File: src/rtl/nxp_pkg.sv
`timescale 1ns / 1ps
`default_nettype none
// ----------------------------------------------------------------------------
// nxp_pkg
// Types, constants and the microprogram of the next-permutation generator.
// ----------------------------------------------------------------------------
package nxp_pkg;

    // Largest permutation and field widths
    localparam int MAX_N  = 8;
    localparam int VAL_W  = 4;
    localparam int IDX_W  = 3;
    localparam int SIZE_W = 4;
    localparam int STEP_W = 5;

    localparam logic [SIZE_W-1:0] SIZE_RESET = 4'd5;

    typedef logic [STEP_W-1:0] step_t;
    typedef logic [VAL_W-1:0]  val_t;
    typedef logic [IDX_W-1:0]  idx_t;

    // Microprogram addresses
    localparam step_t S_IDLE   = 5'd0;
    localparam step_t S_DISP   = 5'd1;
    localparam step_t S_JINIT  = 5'd2;
    localparam step_t S_JSCAN  = 5'd3;
    localparam step_t S_JCHK   = 5'd4;
    localparam step_t S_FIN    = 5'd5;
    localparam step_t S_KINIT  = 5'd6;
    localparam step_t S_KSCAN  = 5'd7;
    localparam step_t S_KDEC   = 5'd8;
    localparam step_t S_SWAP1  = 5'd9;
    localparam step_t S_SWAP2  = 5'd10;
    localparam step_t S_RINIT  = 5'd11;
    localparam step_t S_RCHK   = 5'd12;
    localparam step_t S_R1     = 5'd13;
    localparam step_t S_R2     = 5'd14;
    localparam step_t S_R3     = 5'd15;
    localparam step_t S_EINIT  = 5'd16;
    localparam step_t S_EMIT   = 5'd17;
    localparam step_t S_EDONE  = 5'd18;
    localparam step_t S_EXH    = 5'd19;
    localparam step_t S_LOADID = 5'd20;

    // Datapath operations
    typedef enum logic [3:0] {
        OP_NOP,
        OP_LOAD_ID,
        OP_SET_FIN,
        OP_J_INIT,
        OP_J_SCAN,
        OP_K_INIT,
        OP_K_READ,
        OP_K_DEC,
        OP_WR_J_B,
        OP_WR_K_A,
        OP_R_INIT,
        OP_R_RD_LO,
        OP_R_SWAP_HI,
        OP_R_WR_LO,
        OP_E_INIT,
        OP_EMIT
    } op_t;

    // Jump conditions
    typedef enum logic [3:0] {
        C_NONE,
        C_ALWAYS,
        C_NEW,
        C_FINISHED,
        C_N_LT2,
        C_ASCENT,
        C_J_NZ,
        C_GREATER,
        C_NOT_LO_LT_HI,
        C_NOT_LAST
    } cond_t;

    // Exhausted result rides on a plain step; the exh bit of the word marks it
    localparam op_t OP_EMIT_EXH = OP_NOP;

    typedef struct packed {
        op_t   op;
        logic  exh;
        cond_t cond;
        step_t target;
        logic  wait_in;
        logic  wait_out;
    } uword_t;

    // Sequencer to datapath
    typedef struct packed {
        op_t  op;
        logic exh;
        logic exec;
        logic idle;
    } ctrl_t;

    // Datapath to sequencer
    typedef struct packed {
        logic in_fire;
        logic out_free;
        logic new_req;
        logic finished;
        logic n_lt2;
        logic ascent;
        logic j_nz;
        logic greater;
        logic lo_lt_hi;
        logic e_last;
    } stat_t;

    function automatic uword_t uw(op_t op, logic exh, cond_t cond, step_t target,
                                  logic wait_in, logic wait_out);
        uword_t w;
        w.op       = op;
        w.exh      = exh;
        w.cond     = cond;
        w.target   = target;
        w.wait_in  = wait_in;
        w.wait_out = wait_out;
        return w;
    endfunction

    // Control store
    function automatic uword_t micro_rom(step_t s);
        uword_t w;
        case (s)
            S_IDLE:   w = uw(OP_NOP,       1'b0, C_NEW,          S_LOADID, 1'b1, 1'b0);
            S_DISP:   w = uw(OP_NOP,       1'b0, C_FINISHED,     S_EXH,    1'b0, 1'b0);
            S_JINIT:  w = uw(OP_J_INIT,    1'b0, C_N_LT2,        S_FIN,    1'b0, 1'b0);
            S_JSCAN:  w = uw(OP_J_SCAN,    1'b0, C_ASCENT,       S_KINIT,  1'b0, 1'b0);
            S_JCHK:   w = uw(OP_NOP,       1'b0, C_J_NZ,         S_JSCAN,  1'b0, 1'b0);
            S_FIN:    w = uw(OP_SET_FIN,   1'b0, C_ALWAYS,       S_EXH,    1'b0, 1'b0);
            S_KINIT:  w = uw(OP_K_INIT,    1'b0, C_NONE,         S_IDLE,   1'b0, 1'b0);
            S_KSCAN:  w = uw(OP_K_READ,    1'b0, C_GREATER,      S_SWAP1,  1'b0, 1'b0);
            S_KDEC:   w = uw(OP_K_DEC,     1'b0, C_ALWAYS,       S_KSCAN,  1'b0, 1'b0);
            S_SWAP1:  w = uw(OP_WR_J_B,    1'b0, C_NONE,         S_IDLE,   1'b0, 1'b0);
            S_SWAP2:  w = uw(OP_WR_K_A,    1'b0, C_NONE,         S_IDLE,   1'b0, 1'b0);
            S_RINIT:  w = uw(OP_R_INIT,    1'b0, C_NONE,         S_IDLE,   1'b0, 1'b0);
            S_RCHK:   w = uw(OP_NOP,       1'b0, C_NOT_LO_LT_HI, S_EINIT,  1'b0, 1'b0);
            S_R1:     w = uw(OP_R_RD_LO,   1'b0, C_NONE,         S_IDLE,   1'b0, 1'b0);
            S_R2:     w = uw(OP_R_SWAP_HI, 1'b0, C_NONE,         S_IDLE,   1'b0, 1'b0);
            S_R3:     w = uw(OP_R_WR_LO,   1'b0, C_ALWAYS,       S_RCHK,   1'b0, 1'b0);
            S_EINIT:  w = uw(OP_E_INIT,    1'b0, C_NONE,         S_IDLE,   1'b0, 1'b0);
            S_EMIT:   w = uw(OP_EMIT,      1'b0, C_NOT_LAST,     S_EMIT,   1'b0, 1'b1);
            S_EDONE:  w = uw(OP_NOP,       1'b0, C_ALWAYS,       S_IDLE,   1'b0, 1'b0);
            S_EXH:    w = uw(OP_EMIT_EXH,  1'b1, C_ALWAYS,       S_IDLE,   1'b0, 1'b1);
            S_LOADID: w = uw(OP_LOAD_ID,   1'b0, C_ALWAYS,       S_EINIT,  1'b0, 1'b0);
            default:  w = uw(OP_NOP,       1'b0, C_ALWAYS,       S_IDLE,   1'b0, 1'b0);
        endcase
        return w;
    endfunction

endpackage
`default_nettype wire

File: src/rtl/nxp_sequencer.sv
`timescale 1ns / 1ps
`default_nettype none
// ----------------------------------------------------------------------------
// nxp_sequencer
// Step counter over the control store, with conditional jumps and stalls on
// the input and output handshakes.
// ----------------------------------------------------------------------------
module nxp_sequencer (
    input  wire logic           clk,
    input  wire logic           rst_n,
    input  wire nxp_pkg::stat_t st,
    output nxp_pkg::ctrl_t      ctrl
);
    import nxp_pkg::*;

    step_t  step_reg;
    step_t  step_next;
    uword_t word;
    logic   stall;
    logic   take;

    // Fetch the control word of the current step
    assign word  = micro_rom(step_reg);
    assign stall = (word.wait_in && !st.in_fire) || (word.wait_out && !st.out_free);

    // Evaluate the jump condition
    always_comb
    begin
        case (word.cond)
            C_NONE:         take = 1'b0;
            C_ALWAYS:       take = 1'b1;
            C_NEW:          take = st.new_req;
            C_FINISHED:     take = st.finished;
            C_N_LT2:        take = st.n_lt2;
            C_ASCENT:       take = st.ascent;
            C_J_NZ:         take = st.j_nz;
            C_GREATER:      take = st.greater;
            C_NOT_LO_LT_HI: take = !st.lo_lt_hi;
            C_NOT_LAST:     take = !st.e_last;
            default:        take = 1'b0;
        endcase
    end

    // Hold, jump or advance
    always_comb
    begin
        if (stall)
        begin
            step_next = step_reg;
        end
        else if (take)
        begin
            step_next = word.target;
        end
        else
        begin
            step_next = step_t'(step_reg + 1'b1);
        end
    end

    always_ff @(posedge clk or negedge rst_n)
    begin
        if (!rst_n)
        begin
            step_reg <= S_IDLE;
        end
        else
        begin
            step_reg <= step_next;
        end
    end

    // Drive the datapath
    always_comb
    begin
        ctrl.op   = word.op;
        ctrl.exh  = word.exh;
        ctrl.exec = !stall;
        ctrl.idle = (step_reg == S_IDLE);
    end

endmodule
`default_nettype wire

File: src/rtl/next_permutation_generator.sv
`timescale 1ns / 1ps
`default_nettype none
// ----------------------------------------------------------------------------
// next_permutation_generator
// Emits the permutations of 1..n in lexicographic order, one per request,
// element by element, under control of a microcoded sequencer.
// ----------------------------------------------------------------------------
// Flow: a restart request loads the identity and then emits it; a request
//   that finds the sequence already exhausted emits the exhausted result.
// Throughput: a new request is taken only in idle, after the last element of
//   the previous one; the element file has one read port and the microprogram
//   visits one element per step, emitting one per cycle unless stalled.
// Reset: perm_size 5, identity loaded, next request emits the identity.
// ----------------------------------------------------------------------------
module next_permutation_generator (
    input  wire logic                        clk,
    input  wire logic                        rst_n,
    input  wire logic                        in_valid,
    output logic                             in_ready,
    input  wire logic                        restart,
    output logic                             out_valid,
    input  wire logic                        out_ready,
    output logic [nxp_pkg::VAL_W-1:0]        elem_value,
    output logic [nxp_pkg::IDX_W-1:0]        elem_index,
    output logic                             last_elem,
    output logic                             exhausted,
    input  wire logic                        cfg_valid,
    output logic                             cfg_ready,
    input  wire logic [nxp_pkg::SIZE_W-1:0]  perm_size
);
    import nxp_pkg::*;

    ctrl_t              ctrl;
    stat_t              st;
    logic [SIZE_W-1:0]  size_reg;
    logic [SIZE_W-1:0]  n_eff;
    idx_t               nm1;
    val_t               perm_reg [MAX_N];
    idx_t               rd_addr;
    val_t               rd_val;
    val_t               a_reg;
    val_t               b_reg;
    idx_t               j_reg;
    idx_t               k_reg;
    idx_t               lo_reg;
    idx_t               hi_reg;
    idx_t               e_reg;
    logic               started_reg;
    logic               finished_reg;
    logic               out_valid_reg;
    logic               out_valid_next;
    logic               cfg_fire;
    logic               emit_fire;
    logic               load_id;

    nxp_sequencer u_seq (
        .clk   (clk),
        .rst_n (rst_n),
        .st    (st),
        .ctrl  (ctrl)
    );

    // Handshakes: configuration wins over a request in the same cycle
    assign cfg_ready = ctrl.idle;
    assign cfg_fire  = cfg_valid && cfg_ready;
    assign in_ready  = ctrl.idle && !cfg_valid;
    assign emit_fire = ctrl.exec && (ctrl.op == OP_EMIT || ctrl.exh);
    assign load_id   = cfg_fire || (ctrl.exec && ctrl.op == OP_LOAD_ID);

    // Clamp the size to 1..MAX_N
    always_comb
    begin
        if (size_reg == '0)
        begin
            n_eff = SIZE_W'(1);
        end
        else if (size_reg > SIZE_W'(MAX_N))
        begin
            n_eff = SIZE_W'(MAX_N);
        end
        else
        begin
            n_eff = size_reg;
        end
    end
    assign nm1 = IDX_W'(n_eff - 1'b1);

    // Select the single read address of the element file
    always_comb
    begin
        case (ctrl.op)
            OP_J_INIT:    rd_addr = nm1;
            OP_J_SCAN:    rd_addr = j_reg - 1'b1;
            OP_K_READ:    rd_addr = k_reg;
            OP_R_RD_LO:   rd_addr = lo_reg;
            OP_R_SWAP_HI: rd_addr = hi_reg;
            OP_EMIT:      rd_addr = e_reg;
            default:      rd_addr = '0;
        endcase
    end
    assign rd_val = perm_reg[rd_addr];

    // Report conditions to the sequencer
    always_comb
    begin
        st.in_fire  = in_valid && in_ready;
        st.out_free = !out_valid_reg || out_ready;
        st.new_req  = restart || !started_reg;
        st.finished = finished_reg;
        st.n_lt2    = (n_eff < SIZE_W'(2));
        st.ascent   = (rd_val < a_reg);
        st.j_nz     = (j_reg != '0);
        st.greater  = (rd_val > a_reg);
        st.lo_lt_hi = (lo_reg < hi_reg);
        st.e_last   = (e_reg == nm1);
    end

    // Element file: identity load, swap writes
    always_ff @(posedge clk or negedge rst_n)
    begin
        if (!rst_n)
        begin
            for (int i = 0; i < MAX_N; i++)
            begin
                perm_reg[i] <= VAL_W'(i + 1);
            end
        end
        else if (load_id)
        begin
            for (int i = 0; i < MAX_N; i++)
            begin
                perm_reg[i] <= VAL_W'(i + 1);
            end
        end
        else if (ctrl.exec)
        begin
            case (ctrl.op)
                OP_WR_J_B:    perm_reg[j_reg]  <= b_reg;
                OP_WR_K_A:    perm_reg[k_reg]  <= a_reg;
                OP_R_SWAP_HI: perm_reg[hi_reg] <= a_reg;
                OP_R_WR_LO:   perm_reg[lo_reg] <= b_reg;
                default:      ;
            endcase
        end
    end

    // Working registers of the scan, reverse and emit loops
    always_ff @(posedge clk)
    begin
        if (ctrl.exec)
        begin
            case (ctrl.op)
                OP_J_INIT:
                begin
                    j_reg <= nm1;
                    a_reg <= rd_val;
                end
                OP_J_SCAN:
                begin
                    j_reg <= j_reg - 1'b1;
                    a_reg <= rd_val;
                end
                OP_K_INIT:    k_reg <= nm1;
                OP_K_READ:    b_reg <= rd_val;
                OP_K_DEC:     k_reg <= k_reg - 1'b1;
                OP_R_INIT:
                begin
                    lo_reg <= j_reg + 1'b1;
                    hi_reg <= nm1;
                end
                OP_R_RD_LO:   a_reg <= rd_val;
                OP_R_SWAP_HI: b_reg <= rd_val;
                OP_R_WR_LO:
                begin
                    lo_reg <= lo_reg + 1'b1;
                    hi_reg <= hi_reg - 1'b1;
                end
                OP_E_INIT:    e_reg <= '0;
                OP_EMIT:      e_reg <= e_reg + 1'b1;
                default:      ;
            endcase
        end
    end

    // Size register and run flags
    always_ff @(posedge clk or negedge rst_n)
    begin
        if (!rst_n)
        begin
            size_reg     <= SIZE_RESET;
            started_reg  <= 1'b0;
            finished_reg <= 1'b0;
        end
        else if (cfg_fire)
        begin
            size_reg     <= perm_size;
            started_reg  <= 1'b0;
            finished_reg <= 1'b0;
        end
        else if (ctrl.exec && ctrl.op == OP_LOAD_ID)
        begin
            started_reg  <= 1'b1;
            finished_reg <= 1'b0;
        end
        else if (ctrl.exec && ctrl.op == OP_SET_FIN)
        begin
            finished_reg <= 1'b1;
        end
    end

    // Output register: load on emit, drop when taken
    always_comb
    begin
        if (emit_fire)
        begin
            out_valid_next = 1'b1;
        end
        else if (out_ready)
        begin
            out_valid_next = 1'b0;
        end
        else
        begin
            out_valid_next = out_valid_reg;
        end
    end

    always_ff @(posedge clk or negedge rst_n)
    begin
        if (!rst_n)
        begin
            out_valid_reg <= 1'b0;
        end
        else
        begin
            out_valid_reg <= out_valid_next;
        end
    end

    always_ff @(posedge clk)
    begin
        if (emit_fire)
        begin
            if (ctrl.exh)
            begin
                elem_value <= '0;
                elem_index <= '0;
                last_elem  <= 1'b1;
                exhausted  <= 1'b1;
            end
            else
            begin
                elem_value <= rd_val;
                elem_index <= e_reg;
                last_elem  <= st.e_last;
                exhausted  <= 1'b0;
            end
        end
    end

    assign out_valid = out_valid_reg;

endmodule
`default_nettype wire

File: config.mk
export PLATFORM = sky130hd
export DESIGN_NAME = next_permutation_generator
export DESIGN_NICKNAME = d
export VERILOG_FILES = /design/src/rtl/nxp_pkg.sv /design/src/rtl/nxp_sequencer.sv /design/src/rtl/next_permutation_generator.sv
export SDC_FILE = /design/constraint.sdc
export NUM_CORES = 1
export LEC_CHECK = 0
export ABC_AREA = 1
export BUFFER_PORTS_ARGS = -buffer_cell sky130_fd_sc_hd__buf_2
export CAP_MARGIN = 10
export CORE_ASPECT_RATIO = 1.75
export CORE_MARGIN = 8
export CORE_UTILIZATION = 35
export CTS_CLUSTER_SIZE = 12
export DETAILED_ROUTE_END_ITERATION = 16
export PLACE_DENSITY = 0.51
export SYNTH_ARGS = -nofsm -noshare
export SYNTH_HDL_FRONTEND = slang
export SYNTH_SLANG_ARGS = --single-unit
export TNS_END_PERCENT = 5
File: constraint.sdc
create_clock -name clk -period 5.05 [get_ports clk]
set_input_delay 0 -clock clk [delete_from_list [all_inputs] [get_ports clk]]
set_output_delay 0 -clock clk [all_outputs]
set_load 0.05 [all_outputs]
==> impl_summary.txt <==
----------------------------------------------------
[CTS]
  Number of buffers inserted during clock tree synthesis ... 9
  Post-CTS setup buffer count ... 0
  Number of buffers on the longest clock path ... 2
  H-tree depth ... 3
  Clock transition at the register clock pins on the worst setup and hold paths after CTS ... 0.06 ns
  Clock latency at the later pin of the worst-skew pair ... 0.35 ns
  Post-cts hold buffer count ... 5
  Clk sink count ... 76
  CTS Root Cell ... clkbuf_16
  Clock tree from TritonCTS ... done
  Number of gates resized after cts ... 0

[Setup path]
  Path type of the worst setup path ... flop to flop
  Slowest cell on crit path ... dfrtp_1
  Number of buffers and inverters on the critical path ... 3
  Reg-to-reg critical path startpoint ... u_seq.step_reg[2]
  Reg-to-reg endpoint ... u_seq.step_reg[4]
  Reg2reg path depth ... 29
  Endpoint kind of the worst setup timing path ... flop
  Crit path launch type ... flop
  Number of cells on the critical path ... 29
  Arrival time at the worst endpoint ... 4.62 ns
  Cell family contributing the most delay on the critical path ... simple AND/OR/NAND/NOR gates
  Capturing element of the worst setup path ... u_seq.step_reg[4]
  Stage delay of the slowest cell on the critical path ... 0.64 ns
  Most prevalent standard cell on the critical path ... nand2_1
  Data required time at the worst endpoint ... 5.28 ns
  Setup slack of the worst register-to-register path ... 0.67 ns
  Critical Path Source ... u_seq.step_reg[2]
  Largest fanout of any net on the critical path ... 14

[Pwr]
  Flop pwr share ... 23.3%
  Overall power of the completed layout ... 6.35 mW
  Leakage ... 3.33 nW
  Total power per unit cell area ... 851 nW/um2
  Switching Fraction ... 57.6%
  Share of total power in combinational logic ... 65.9%
  Maximum ir drop on the vdd rail ... 0.000384 V
  Net Switching ... 3.65 mW
  Portion of total power attributed to the clock network ... 10.9%
  Cell Int Power ... 2.69 mW

[Synth]
  Share of Yosys cell area claimed by the top area cell type ... about 14%
  Post-synth ARST share ... approximately 58%
  Most common cell in the synthesized netlist ... nand2_1
  Synth Register Bits ... 76
  Count of flip-flops with a built-in enable after synthesis ... 32
  Synthesized-area fraction occupied by ao, oa, aoi and oai cells ... approximately 22%
  Top post-synthesis cells by area ... edfxtp_1 (14%), nand2_1 (12%), dfrtp_1 (11%), o21ai_0 (8.4%), nand3_1 (6.3%)
  Post-Synthesis Cells ... just under 1000
  Register area share after synthesis ... 30.6%
  Fraction of synthesized cell area in xor and xnor cells ... 1.16%
  Main combinational cell family by area after synthesis ... simple AND/OR/NAND/NOR gates
  Most used standard cells in the synthesized netlist ... nand2_1 (222), inv_1 (114), o21ai_0 (114)
  Avg Inst Size Synth ... 6.98 um2
  Yosys warnings ... 0
  Prevailing post-synth register cell ... edfxtp_1
  Synth Net Count ... 1008
  Multiplexer share of the synthesized area ... 0.147%
  Post-synth design cell area ... 6800 um2
  Cell type contributing the most total cell area after synthesis ... edfxtp_1
  Simple-gate share of the synthesized area ... 32.8%
  Count of unique library cells instantiated by Yosys ... 49
  Adder-Cell Fraction of Synth Area ... 4.23%

[Detailed routing]
  Routed met1 length ... about 9100 um
  DR WL/cell ... 21.8 um
  Initial DRT Pass Iterations ... 5
  Number of design rule violations left after detail routing ... 0
  Routed Wire Length ... 26900 um
  Routed via count divided by cell count ... about 5.7
  Met2 routed WL ... between 10000 and 15000 um
  Via Count ... approximately 7000
  Highest signal layer in the routed design ... met4
  Number of nets with antenna violations after routing ... 0
  1st-iter DRT viols ... 457
  Routed length on met3 ... 1130 um

[STA]
  Worst Hold Slack ... 0.0819 ns
  Endpoints failing setup ... 0
  Worst Max-Slew Pin Slew ... 1.14 ns
  Max-Slew Margin vs Limit ... 23.1%
  Endpoints failing hold ... 0
  RSZ-0062 raised after global routing ... no
  Fmax achieved ... 228 MHz
  Total negative slack ... 0 ns
  Portion of the clock cycle consumed by the worst path in the final layout ... 86.8%
  Final Skew ... approximately 0.012 ns
  Final setup margin ... 0.666 ns
  Post-layout minimum cycle time ... 4.38 ns
  Final Max Tran Viols ... 0

[Layout]
  Largest register FFs ... 32
  Number of inserted filler cells in the final layout ... around 2100
  P&R area growth vs syn ... 9.58%
  Utilization after layout ... 39.0%
  Proportion of layout cells with a drive suffix above 1 ... 12.7%
  NumNets Final ... 1022
  # diodes ... 0

[GRT]
  Wire length of the first global-routing pass ... 41400 um
  Vias in the first global route ... 7072
  Aggregate global-route resource usage ... between 20 and 25%
  Largest net degree at the start of global routing ... 45
  Aggregate global routing overflow ... 0
  Initial antenna violation count ... 0

[Floorplan]
  Overall die width ... about 120 um
  Die Ht ... 200 um
  Number of placement rows ... 67
  Total die area ... 24300 um2
  I/O pin count ... 22
  Starting utilization of the core area ... 35.6%
  Core box area ... 19100 um2

[Placement]
  Detail Placement HPWL ... 20700 um
  IO buf count ... 21
  Dpl ws ... approximately 0.74 ns
  Weighted congestion reported at the end of routability-driven placement ... 1.00

[Hold path]
  Worst hold path type ... input pin to flop
  Beginning of the worst hold path ... cfg_valid

[Job]
  Max-Cap Viols ... 0

[Outcome]
  Run status ... completed

----------------------------------------------------
-- worst register-to-register path: cells and delay by family, from the launching register on --
kind / cells / cell delay (ns)
fa+ha+maj: 2 / 0.59
simple gates: 21 / 2.43
buf+inv: 3 / 0.33
compound gates: 3 / 0.29
flops: 1 / 0.64
-- power groups by stage --
stage                     sequential (mW)  combinational (mW)  clock, mW
final                                1.48                4.18      0.689
after global routing                 1.49                4.69      0.726
after CTS                            1.46                4.19      0.704
after detailed placement             1.47                4.17          0
after global placement               1.48                4.17          0
after floorplan                      1.26                3.14          0
-- layout by cell type, fill, tap and decap left out, types with 6 or more instances in the layout --
master     Yosys  final
inv_1        114    114
o221ai_1       6      6
nand4_1       21     21
buf_2          8     21
o211ai_1      21     21
nand2_1      222    222
dfstp_2       15     15
a211oi_1      15     15
nor3_1        19     19
edfxtp_1      32     32
clkbuf_16      0      9
o21ai_0      114    114
a21oi_1       32     32
xor2_1         7      7
o22ai_1       19     19
ha_1          23     23
nand3_1       86     86
dfrtp_1       29     29
o21ai_1       13     13
nor2_1        67     67
nand2_2       14     14
nand3_2        7      7
nor2_2         6      6
buf_4          1      9
-- worst min-delay path by stage --
stage	endpoint	depth (start not counted)	slack, ns
2_1_floorplan	finished_reg	0	-0.30
3_3_place_gp	perm_reg[22]	2	0.18
3_5_place_dp	perm_reg[22]	2	0.18
4_1_cts	finished_reg	4	0.08
5_1_grt	finished_reg	4	0.12
6_report	finished_reg	4	0.08
-- final cells by class --
type                            instances  area (um2)  share of cell area [%]
Clock buffer                            9         225                    3.02
Clock inverter                          7        81.3                    1.09
Inverter                              123         472                    6.33
Multi-Input combinational cell        744        4070                    54.6
Sequential cell                        76        2080                    27.9
Tap cell                              241         302                    4.05
Timing Repair Buffer                   35         223                    2.99
-- per-stage QoR --
stage / cells / area, um2
after floorplan: 975 / 6800
after global placement: 1214 / 7100
after detailed placement: 1214 / 7100
after CTS: 1235 / 7450
after global routing: 1235 / 7450
final: 1235 / 7450
-- routing by layer --
| layer | global-route usage (%) | up-vias |
|---|---|---|
| met5 | 0 | - |
| met4 | 17.5 | 0 |
| met3 | 3.10 | 110 |
| met2 | 41.2 | 227 |
| met1 | 21.9 | 3299 |
| li1 | - | 3378 |
-- logic make-up (layout without fill, tap and decap cells) --
logic type      Yosys count  after routing
compound gates          246            246
xor+xnor                  9              9
fa+ha+maj                23             23
buf+inv                 155            174
flops                    76             76
mux                       1              1
simple gates            465            465
(Power assumes the default switching activity.)
